[src/rtl/sra_pkg.sv]
// Shared types, constants and helpers for the sensor report assembler.
package sra_pkg;

   localparam int NEIGHBOUR_SLOTS_DEF = 16;
   localparam int BYTE_W              = 8;
   localparam int ID_W                = 6;
   localparam int MCOUNT_W            = 6;
   localparam int HIST_W              = 64;
   localparam int CODE_W              = 2;

   localparam logic [MCOUNT_W-1:0] MOTION_MAX = 6'd32;
   localparam logic [ID_W-1:0]     ID_MOD     = 6'h3F;

   typedef enum logic [2:0] {
      FUNC_ADD_MOTION    = 3'd0,
      FUNC_ADD_NEIGHBOUR = 3'd1,
      FUNC_EMIT          = 3'd2,
      FUNC_NEW_MESSAGE   = 3'd3,
      FUNC_SET_ID        = 3'd4
   } func_type;

   typedef struct packed {
      logic add;
      logic clear;
      logic rd_en;
   } nbr_ctl_type;

   typedef struct packed {
      logic busy;
   } nbr_sts_type;

   // v mod 63 for v above 63; 64 == 1 (mod 63), so fold the top two bits in
   function automatic logic [ID_W-1:0] reduce_id(input logic [BYTE_W-1:0] v);
      logic [ID_W:0] s;
      s = {5'b0, v[7:6]} + {1'b0, v[5:0]};
      if (v[7:6] != 2'b00 && s >= {1'b0, ID_MOD}) begin
         s = s - {1'b0, ID_MOD};
      end
      return s[ID_W-1:0];
   endfunction

endpackage

[src/rtl/sra_nbr_list.sv]
// Neighbour list: synchronous memory, fill count and duplicate search.
module sra_nbr_list #(
   parameter int SLOTS = sra_pkg::NEIGHBOUR_SLOTS_DEF,
   parameter int CNT_W = $clog2(SLOTS + 1),
   parameter int IDX_W = (SLOTS > 1) ? $clog2(SLOTS) : 1
) (
   input  logic                      clock,
   input  logic                      reset,
   input  sra_pkg::nbr_ctl_type      ctl,
   input  logic [sra_pkg::BYTE_W-1:0] add_id,
   input  logic [IDX_W-1:0]          rd_addr,
   output logic [sra_pkg::BYTE_W-1:0] rd_data,
   output sra_pkg::nbr_sts_type      sts,
   output logic [CNT_W-1:0]          count
);
   import sra_pkg::*;

   typedef enum logic [1:0] {
      NB_IDLE = 2'b01,
      NB_SCAN = 2'b10
   } nb_state_type;

   localparam logic [CNT_W-1:0] FULL = CNT_W'(SLOTS);

   logic [BYTE_W-1:0] mem [SLOTS];

   nb_state_type      state_ff, state_in;
   logic [CNT_W-1:0]  count_ff, count_in;
   logic [CNT_W-1:0]  scan_ff, scan_in;
   logic              cmp_ff, cmp_in;
   logic              found_ff, found_in;
   logic [BYTE_W-1:0] key_ff, key_in;
   logic [BYTE_W-1:0] rd_data_ff;

   logic              rd_en;
   logic [IDX_W-1:0]  rd_idx;
   logic              wr_en;
   logic [BYTE_W-1:0] wr_data;
   logic              hit;

   assign hit = cmp_ff && (rd_data_ff == key_ff);

   always_comb begin
      state_in = state_ff;
      count_in = count_ff;
      scan_in  = scan_ff;
      cmp_in   = 1'b0;
      found_in = found_ff;
      key_in   = key_ff;
      rd_en    = 1'b0;
      rd_idx   = rd_addr;
      wr_en    = 1'b0;
      wr_data  = add_id;
      unique case (state_ff)
         NB_IDLE: begin
            rd_en = ctl.rd_en;
            if (ctl.clear) begin
               count_in = '0;
            end else if (ctl.add) begin
               key_in = add_id;
               if (count_ff == '0) begin
                  // empty list: append straight away
                  wr_en    = 1'b1;
                  count_in = count_ff + 1'b1;
               end else if (count_ff != FULL) begin
                  scan_in  = '0;
                  found_in = 1'b0;
                  state_in = NB_SCAN;
               end
            end
         end
         NB_SCAN: begin
            wr_data = key_ff;
            if (scan_ff != count_ff) begin
               rd_en   = 1'b1;
               rd_idx  = scan_ff[IDX_W-1:0];
               scan_in = scan_ff + 1'b1;
               cmp_in  = 1'b1;
            end
            found_in = found_ff | hit;
            // last compare lands the cycle after the last read
            if (cmp_ff && scan_ff == count_ff) begin
               if (!(found_ff | hit)) begin
                  wr_en    = 1'b1;
                  count_in = count_ff + 1'b1;
               end
               state_in = NB_IDLE;
            end
         end
         default: state_in = NB_IDLE;
      endcase
   end

   always_ff @(posedge clock) begin
      if (reset) begin
         state_ff <= NB_IDLE;
         count_ff <= '0;
         cmp_ff   <= 1'b0;
      end else begin
         state_ff <= state_in;
         count_ff <= count_in;
         cmp_ff   <= cmp_in;
      end
      scan_ff  <= scan_in;
      found_ff <= found_in;
      key_ff   <= key_in;
   end

   always_ff @(posedge clock) begin
      if (wr_en) begin
         mem[count_ff[IDX_W-1:0]] <= wr_data;
      end
      if (rd_en) begin
         rd_data_ff <= mem[rd_idx];
      end
   end

   assign rd_data  = rd_data_ff;
   assign sts.busy = (state_ff == NB_SCAN);
   assign count    = count_ff;

endmodule

[src/rtl/sensor_report_assembler.sv]
// Sensor report assembler: motion history, neighbour list, message id, frame output.
// Add motion, new message, set id: applied on accept; the next word is taken on the next edge.
// Add neighbour: settled on accept for an empty or full list, else a duplicate search (one list read a cycle).
// Emit: accept enters the header state, which loads the first byte; then one byte a cycle through
// the header, motion and count bytes, memory read then load per neighbour byte, output stalls aside.
// Synchronous active-high reset clears history, counts, id and type code; list memory is not cleared.
module sensor_report_assembler #(
   parameter int NEIGHBOUR_SLOTS = sra_pkg::NEIGHBOUR_SLOTS_DEF,
   parameter int CNT_W           = $clog2(NEIGHBOUR_SLOTS + 1),
   parameter int IDX_W           = (NEIGHBOUR_SLOTS > 1) ? $clog2(NEIGHBOUR_SLOTS) : 1
) (
   input  logic                       clock,
   input  logic                       reset,
   // request stream
   input  logic                       req_tvalid,
   output logic                       req_tready,
   // [1:0] motion_code, [9:2] neighbour_id, [17:10] node_id,
   // [25:18] temperature, [33:26] battery_level, [41:34] new_id, [47:42] zero
   input  logic [47:0]                req_tdata,
   // [2:0] func
   input  logic [2:0]                 req_tuser,
   // response stream
   output logic                       rsp_tvalid,
   input  logic                       rsp_tready,
   // [7:0] frame_byte
   output logic [sra_pkg::BYTE_W-1:0] rsp_tdata,
   // last_byte
   output logic                       rsp_tlast,
   // type code register
   input  logic                       csr_we,
   input  logic [sra_pkg::CODE_W-1:0] csr_wdata
);
   import sra_pkg::*;

   // one state per frame part; neighbour bytes alternate address and load
   typedef enum logic [9:0] {
      S_IDLE  = 10'b0000000001,
      S_HEAD  = 10'b0000000010,
      S_NODE  = 10'b0000000100,
      S_TEMP  = 10'b0000001000,
      S_BATT  = 10'b0000010000,
      S_MCNT  = 10'b0000100000,
      S_MOT   = 10'b0001000000,
      S_NCNT  = 10'b0010000000,
      S_NADDR = 10'b0100000000,
      S_NLOAD = 10'b1000000000
   } state_type;

   // word fields
   logic [CODE_W-1:0] motion_code;
   logic [BYTE_W-1:0] neighbour_id, node_id, temperature, battery_level, new_id;
   logic [2:0]        func;

   assign motion_code   = req_tdata[1:0];
   assign neighbour_id  = req_tdata[9:2];
   assign node_id       = req_tdata[17:10];
   assign temperature   = req_tdata[25:18];
   assign battery_level = req_tdata[33:26];
   assign new_id        = req_tdata[41:34];
   assign func          = req_tuser;

   state_type           state_ff, state_in;
   logic [HIST_W-1:0]   hist_ff, hist_in;
   logic [MCOUNT_W-1:0] mcount_ff, mcount_in;
   logic [ID_W-1:0]     id_ff, id_in;
   logic [CODE_W-1:0]   type_ff, type_in;

   // emit snapshot
   logic [BYTE_W-1:0]   node_ff, node_in;
   logic [BYTE_W-1:0]   temp_ff, temp_in;
   logic [BYTE_W-1:0]   batt_ff, batt_in;
   logic [HIST_W-1:0]   shist_ff, shist_in;
   logic [3:0]          mot_left_ff, mot_left_in;
   logic [CNT_W-1:0]    nidx_ff, nidx_in;

   // output register
   logic                rsp_valid_ff, rsp_valid_in;
   logic [BYTE_W-1:0]   rsp_data_ff, rsp_data_in;
   logic                rsp_last_ff, rsp_last_in;

   nbr_ctl_type         nbr_ctl;
   nbr_sts_type         nbr_sts;
   logic [BYTE_W-1:0]   nbr_rd_data;
   logic [CNT_W-1:0]    nbr_count;

   logic                accept;
   logic                out_free;
   logic                load;
   logic [BYTE_W-1:0]   load_data;
   logic                load_last;
   logic [ID_W:0]       mot_sum;
   logic [3:0]          mot_bytes;
   logic [CNT_W-1:0]    nidx_next;

   assign req_tready = (state_ff == S_IDLE) && !nbr_sts.busy;
   assign accept     = req_tvalid && req_tready;
   assign out_free   = !rsp_valid_ff || rsp_tready;

   // ceil(count / 4), never below one byte
   assign mot_sum   = {1'b0, mcount_ff} + 7'd3;
   assign mot_bytes = (mot_sum[6:2] == '0) ? 4'd1 : mot_sum[5:2];
   assign nidx_next = nidx_ff + 1'b1;

   sra_nbr_list #(
      .SLOTS (NEIGHBOUR_SLOTS),
      .CNT_W (CNT_W),
      .IDX_W (IDX_W)
   ) u_nbr (
      .clock   (clock),
      .reset   (reset),
      .ctl     (nbr_ctl),
      .add_id  (neighbour_id),
      .rd_addr (nidx_ff[IDX_W-1:0]),
      .rd_data (nbr_rd_data),
      .sts     (nbr_sts),
      .count   (nbr_count)
   );

   always_comb begin
      state_in    = state_ff;
      hist_in     = hist_ff;
      mcount_in   = mcount_ff;
      id_in       = id_ff;
      type_in     = csr_we ? csr_wdata : type_ff;
      node_in     = node_ff;
      temp_in     = temp_ff;
      batt_in     = batt_ff;
      shist_in    = shist_ff;
      mot_left_in = mot_left_ff;
      nidx_in     = nidx_ff;
      nbr_ctl     = '0;
      load        = 1'b0;
      load_data   = '0;
      load_last   = 1'b0;

      unique case (state_ff)
         S_IDLE: begin
            if (accept) begin
               case (func)
                  FUNC_ADD_MOTION: begin
                     if (mcount_ff < MOTION_MAX) begin
                        mcount_in = mcount_ff + 1'b1;
                     end
                     hist_in = {hist_ff[HIST_W-CODE_W-1:0], motion_code};
                  end
                  FUNC_ADD_NEIGHBOUR: nbr_ctl.add = 1'b1;
                  FUNC_EMIT: begin
                     node_in     = node_id;
                     temp_in     = temperature;
                     batt_in     = battery_level;
                     shist_in    = hist_ff;
                     mot_left_in = mot_bytes;
                     state_in    = S_HEAD;
                  end
                  FUNC_NEW_MESSAGE: begin
                     hist_in       = '0;
                     mcount_in     = '0;
                     nbr_ctl.clear = 1'b1;
                     id_in         = reduce_id({2'b00, id_ff} + 8'd1);
                  end
                  FUNC_SET_ID: id_in = reduce_id(new_id);
                  default: ;
               endcase
            end
         end
         S_HEAD: begin
            load      = out_free;
            load_data = {id_ff, type_ff};
            if (out_free) state_in = S_NODE;
         end
         S_NODE: begin
            load      = out_free;
            load_data = node_ff;
            if (out_free) state_in = S_TEMP;
         end
         S_TEMP: begin
            load      = out_free;
            load_data = temp_ff;
            if (out_free) state_in = S_BATT;
         end
         S_BATT: begin
            load      = out_free;
            load_data = batt_ff;
            if (out_free) state_in = S_MCNT;
         end
         S_MCNT: begin
            load      = out_free;
            load_data = {2'b00, mcount_ff};
            if (out_free) state_in = S_MOT;
         end
         S_MOT: begin
            load      = out_free;
            load_data = shist_ff[BYTE_W-1:0];
            if (out_free) begin
               shist_in    = shist_ff >> BYTE_W;
               mot_left_in = mot_left_ff - 1'b1;
               if (mot_left_ff == 4'd1) state_in = S_NCNT;
            end
         end
         S_NCNT: begin
            load      = out_free;
            load_data = {{(BYTE_W-CNT_W){1'b0}}, nbr_count};
            load_last = (nbr_count == '0);
            if (out_free) begin
               nidx_in  = '0;
               state_in = (nbr_count == '0) ? S_IDLE : S_NADDR;
            end
         end
         S_NADDR: begin
            nbr_ctl.rd_en = 1'b1;
            state_in      = S_NLOAD;
         end
         S_NLOAD: begin
            // read data holds until the next read, so stalls are harmless
            load      = out_free;
            load_data = nbr_rd_data;
            load_last = (nidx_next == nbr_count);
            if (out_free) begin
               nidx_in  = nidx_next;
               state_in = (nidx_next == nbr_count) ? S_IDLE : S_NADDR;
            end
         end
         default: state_in = S_IDLE;
      endcase
   end

   always_comb begin
      rsp_valid_in = rsp_valid_ff && !rsp_tready;
      rsp_data_in  = rsp_data_ff;
      rsp_last_in  = rsp_last_ff;
      if (load) begin
         rsp_valid_in = 1'b1;
         rsp_data_in  = load_data;
         rsp_last_in  = load_last;
      end
   end

   always_ff @(posedge clock) begin
      if (reset) begin
         state_ff     <= S_IDLE;
         hist_ff      <= '0;
         mcount_ff    <= '0;
         id_ff        <= '0;
         type_ff      <= '0;
         rsp_valid_ff <= 1'b0;
      end else begin
         state_ff     <= state_in;
         hist_ff      <= hist_in;
         mcount_ff    <= mcount_in;
         id_ff        <= id_in;
         type_ff      <= type_in;
         rsp_valid_ff <= rsp_valid_in;
      end
      node_ff     <= node_in;
      temp_ff     <= temp_in;
      batt_ff     <= batt_in;
      shist_ff    <= shist_in;
      mot_left_ff <= mot_left_in;
      nidx_ff     <= nidx_in;
      rsp_data_ff <= rsp_data_in;
      rsp_last_ff <= rsp_last_in;
   end

   assign rsp_tvalid = rsp_valid_ff;
   assign rsp_tdata  = rsp_data_ff;
   assign rsp_tlast  = rsp_last_ff;

   // an accepted emit always starts on the header byte
   a_emit_starts: assert property (@(posedge clock) disable iff (reset)
      accept && func == FUNC_EMIT |=> state_ff == S_HEAD)
      else $error("emit did not enter header state");

   // the list never grows past its slots
   a_nbr_bound: assert property (@(posedge clock) disable iff (reset)
      nbr_count <= CNT_W'(NEIGHBOUR_SLOTS))
      else $error("neighbour count beyond slots");

   // motion count saturates
   a_mcount_bound: assert property (@(posedge clock) disable iff (reset)
      mcount_ff <= MOTION_MAX)
      else $error("motion count beyond saturation");

   // no new word while the duplicate search runs
   a_scan_blocks: assert property (@(posedge clock) disable iff (reset)
      $past(accept && func == FUNC_ADD_NEIGHBOUR) && nbr_sts.busy |-> !req_tready)
      else $error("word taken during neighbour search");

endmodule

[config.mk]
export PLATFORM = sky130hd
export DESIGN_NAME = sensor_report_assembler
export DESIGN_NICKNAME = d
export VERILOG_FILES = /design/src/rtl/sra_pkg.sv /design/src/rtl/sra_nbr_list.sv /design/src/rtl/sensor_report_assembler.sv
export SDC_FILE = /design/constraint.sdc
export NUM_CORES = 1
export LEC_CHECK = 0
export ABC_AREA = 1
export BUFFER_PORTS_ARGS = -buffer_cell sky130_fd_sc_hd__buf_4
export CORE_MARGIN = 2
export CORE_UTILIZATION = 50
export CTS_CLUSTER_DIAMETER = 80
export DETAILED_ROUTE_END_ITERATION = 6
export GPL_TIMING_DRIVEN = 1
export PLACE_DENSITY_LB_ADDON = 0.05
export SYNTH_ARGS = -nofsm -noshare
export SYNTH_HDL_FRONTEND = slang
export SYNTH_HIERARCHICAL = 1
export SYNTH_SLANG_ARGS = --single-unit
[constraint.sdc]
create_clock -name clock -period 5.2 [get_ports clock]
set_clock_uncertainty 0.2 [all_clocks]
set_input_delay 1.3 -clock clock [delete_from_list [all_inputs] [get_ports clock]]
set_output_delay 1.3 -clock clock [all_outputs]
set_load 0.05 [all_outputs]
# Word level (Yosys, flattened, before mapping)
# Memory sizes are Yosys's and may differ from the RTL's. A register that Yosys moved wholly into a read port is not among the register bits.
# Cells that the tools add are included.
# totals
mem_count	1
register_bits	217
mem_bits_rw	128
# classes
bitwise	3
n_lt_le_gt_ge	3
n_reduce_logical	35
n_addsub	11
eq_ne	43
n_mux	77
# memory_table
name	words	width	read_ports	rd_clocked_by_memory_dff	write_ports	line	rtl
u_nbr.mem	16	8	1	1	1	sra_nbr_list.sv:25	logic [BYTE_W-1:0] mem [SLOTS];
# op_table
operator	n
$pmux W64 S2	2
$mux W64	3
$mux W10	11
$pmux W10 S10	1
$pmux W8 S8	1
$mux W5	12
$ne A2 B2 Y1 const B	15
$pmux W5 S2	3
$mux W4	6
$pmux W6 S2	2
$mux W6	3
$mux W9	2
$mux W1	17
$add A5 B1 Y5 const B	3
$reduce_and A3 Y1	5
$reduce_and A5 Y1	3
$ge A7 B6 Y1 const B	2
$mux W2	7
$reduce_bool A2 Y1	7
$sub A6 B6 Y6 const B	2
$reduce_and A11 Y1	1
$eq A10 B1 Y1 const B	1
$eq A10 B10 Y1 const B	1
$eq A10 B2 Y1 const B	1
other kinds (41)	61

# Longest topological paths before layout
# logic_depth
ltp_word	11
depth_mapped	17
depth_no_buf	17

# Hierarchy
# Netlist, hierarchy kept.
# by_module_without_submodules
module	cells_per_inst	instances	area_each_um2	seq_area_each_um2
sensor_report_assembler	1054	1	9007.4	4964.8
sra_nbr_list	761	1	7480.9	4664.5

# Least setup slack after synthesis
# No wires, ideal clock.
# synth_path
path_type	flip-flop to flip-flop
start	register, netlist name state_ff[4]
end	register batt_ff[0], enable pin
required_time_ns	4.565
arrival_ns	3.311
path_buffers	0
synth_period_minus_slack_ns	3.946
setup_slack_ns	1.254
setup_ns	0.435
path_stages_with_launch	8
path_cell_list	dfxtp_1 > nor2_2 > nand2_2 > nor3_2 > inv_2 > nor2_2 > nand2_1 > nor3_1
# synth_rtl
item	line	rtl
to (signal assigned)	sensor_report_assembler.sv:256	batt_ff <= batt_in;
to (decl)	sensor_report_assembler.sv:71	logic [BYTE_W-1:0] batt_ff, batt_in;

==> reports/qor.txt <==
Total of flip-flops plus latches after synthesis - 353
Placed cells - 2269
Mapped Nets - 1892
Global route total overflow - 0
Number of top-level pins - 69
Placed instance area - 17200 um2
Root buffer cell - clkbuf_16
Finished layout cell area - 18400 um2
Type of destination of the critical path - register
Overall global routing resource usage - 23.3%
Power per standard cell area - 434 nW/um2
Shortest clock period the worst path allows after layout - 3.97 ns
Sequence of cells on the critical path - nor2_4 > inv_2 > nor3_2 > inv_2 > nor2_2 > nand3_1 > nor2_1 > nand3_1 > o22ai_1 > nand3_1 > nor3_1 > buf_4
Detail-routed net length per standard cell - 16.9 um
Global-route wire length before repair - 62100 um
Quantity of I/O buffers inserted on ports - 62
Number of buffers inserted during clock tree synthesis - 39
Maximum level of the CTS H-tree - 2
Most prevalent standard cell on the critical path - nand3_1
Startpoint class of the critical path - register
Sequential Power Share - 46.6%
Worst reg-to-reg path cell count - 12
Die Height - 186 um
Cell depth of the worst min-delay path - 2
Synthesized area divided by synthesized cell count - 9.08 um2
Number of placement rows - 66
Total die area - 34400 um2
Slew HR - 22.2%
Finished Core Util - 56.7%
Result of the run - complete, no violations
Layout overhead on the synthesized area - 11.9%
Total of cells resized after clock tree synthesis - 0
Biggest cell delay along the critical path - 0.65 ns
P_int - 5.56 mW
Buffers inserted during post-CTS setup optimization - 0
CP max-delay cell - nor3_1
Count of max-cap constraint violations - 0
Area contributors post-synth - edfxtp_1, nand2_1, dfxtp_1
Layout Cells excl Fill - 2338
Critical path start-end classification - reg2reg
RSZ-0062 raised after global routing - false
Fill cell instance count of the final layout - 2990
Fin Hold WS - 0.263 ns
Antenna viol nets, final - 0
Clock network latency to the later pin of the worst-skew pair - 0.53 ns
Synthesized area - 16500 um2
Relative contribution of combinational cells to total power - 19.8%
Standby leakage power - 7.55 nW
Placed wire-length estimate after detailed placement - 26000 um
Design Power - 8.00 mW
X dimension of the die - 186 um
TritonRoute pass-1 iters - 5
Mean number of vias per cell - 5.23
Area occupied by registers - 9630 um2
Clock network fraction of design power - 33.6%
Count of final max-slew check failures - 0
TritonCTS sink count - 353
Number of antenna violations at the first check in global routing - 0
Total Neg Setup Slack - 0 ns
Fraction of synthesis flops using an asynchronous set or reset pin - 0%
Post-synth top area share - 46.6%
Type of the worst min-delay path - reg2reg
Violation count after the first detailed-route iteration - 967
Hold Vio Cnt, Final - 0
Part of the Yosys area used for sequential elements - 58.4%
Number of warnings printed during yosys synthesis - 6
Final nets - 1945
Share of the cycle needed by the critical path after routing - 76.4%
Fraction of layout instances using a drive strength above 1 - 10.3%
Count of hold buffers inserted by post-cts repair - 0
Via Count - 12200
Number of global-route vias before repair - 11400
Distinct cell type count after synthesis - 51
Area of combinational cells with multiple inputs - 5500 um2
Total length of routed wires - 39600 um
Final Worst Setup Slack - 1.23 ns
Required time reported for the critical path endpoint - 5.23 ns
Most area-hungry cell type in the Yosys netlist - edfxtp_1
Switch Pwr - 2.44 mW
Antenna diodes - 0
Slew @ Worst Pin - 1.17 ns
Number of enable-type register cells in the synthesized netlist - 256
TritonCTS clock tree - yes
Weighted congestion reported at the end of routability-driven placement - 0.853
Worst VDD drop - 0.361 mV
Main flop type after synthesis - edfxtp_1
Number of cells produced by synthesis - 1815
Clock transition at the registers of the reported paths - 0.06 ns
Count of final setup violators - 0
Worst-path maximum fanout - 13
Maximum number of pins on one net before global-route repair - 77
Worst setup slack after placement - 1.19 ns
Data arrival time of the critical path - 4.00 ns
Core box area - 32500 um2
Remaining DRCs - 0
F_max - 0.252 GHz
Sw Ratio - 30.5%
Starting Density - 50.7%
Buffer depth of the longest clock path - 3
## power by group through the flow
stage          combinational (mW)  sequential, mW  clock, mW
6_report                     1.58            3.72       2.69
5_1_grt                      1.74            3.76       2.85
4_1_cts                      1.59            3.73       2.75
3_5_place_dp                 1.58            3.78          0
3_3_place_gp                 1.56            3.78          0
2_1_floorplan                1.08            3.79          0
## worst max-delay path: cells and delay by family, from the launching register on
kind / cells / cell delay [ns]
AOI/OAI and AO/OA: 1 / 0.32
DFF: 1 / 0.36
buffers and inverters: 3 / 0.49
and+or+nand+nor: 8 / 2.31
## kinds of logic after synthesis
kind of cell / after synthesis / share of synthesized area (%)
flip-flops: 353 / 58.4
AO/OA/AOI/OAI: 170 / 5.84
XOR/XNOR: 29 / 1.54
adder cells (fa/ha/maj): 19 / 1.49
buffers and inverters: 312 / 8.44
AND/OR/NAND/NOR: 932 / 24.3
## synthesized netlist by cell type (3+ instances only)
cell type  instances
nand2_1          559
buf_2             18
edfxtp_1         256
clkinv_1           5
nand2_4            3
dfxtp_1           97
xor2_1            19
a21oi_1          104
xnor2_1           10
o21ai_4            3
buf_4              3
nand4_1           12
nand3_1          216
a221oi_1           4
clkbuf_1          25
nor3_1            13
nand3_2            5
o22ai_1            3
a22oi_1            5
ha_1              18
buf_6             22
inv_2              8
nor2_2             7
nor2_4             4
inv_1            227
nand2_2           10
o21ai_0           34
nor2_1            89
or2_2              6
## flip-flops by register name, summed over array words and instances, names as in the netlist, 4 cells and up
name / count
u_nbr/mem: 128
u_nbr/rd_data: 8
node_ff: 8
temp_ff: 8
rsp_tdata: 8
u_nbr/count: 5
u_nbr/key_ff: 8
u_nbr/scan_ff: 5
nidx_ff: 5
batt_ff: 8
shist_ff: 64
id_ff: 6
mcount_ff: 6
hist_ff: 64
mot_left_ff: 4
state_ff: 10
## per-layer routing
| layer | vias up | routed length, um | global-route usage (%) |
|---|---|---|---|
| met3 | 52 | 2540 | 3.64 |
| met2 | 348 | 18200 | 37.0 |
| met4 | 0 | 749 | 6.11 |
| met1 | 5786 | 18000 | 33.5 |
| li1 | 6034 | - | - |
| met5 | - | 0 | 0 |
## path summary, 6_finish.rpt
| path | startpoint | end | slack (ns) |
|---|---|---|---|
| worst max register to register | state_ff[9] | u_nbr/mem[3][7] | 1.23 |
| worst min-delay path | hist_ff[62] | hist_ff[62] | 0.26 |
| worst max-delay path | state_ff[9] | u_nbr/mem[3][7] | 1.23 |
| worst min register to register | hist_ff[62] | hist_ff[62] | 0.26 |
## layout by cell type, fill, tap and decap left out, drive strengths merged, types with 11 or more instances in the layout
cell    count
clkbuf     57
clkinv     11
nor3       15
xor2       19
o21ai      40
dfxtp      97
nand4      12
nor2      101
nand3     221
buf        82
ha         18
inv       238
edfxtp    256
a21oi     104
nand2     572
## cell type report
| type | instances | share of cell area, % |
|---|---|---|
| Sequential cell | 353 | 52.2 |
| Multi-Input combinational cell | 1150 | 29.8 |
| Clock buffer | 57 | 5.93 |
| Inverter | 242 | 4.95 |
| Timing Repair Buffer | 82 | 3.34 |
| Tap cell | 442 | 3.00 |
| Clock inverter | 12 | 0.787 |
No activity file was read; power rests on OpenSTA's default activity.
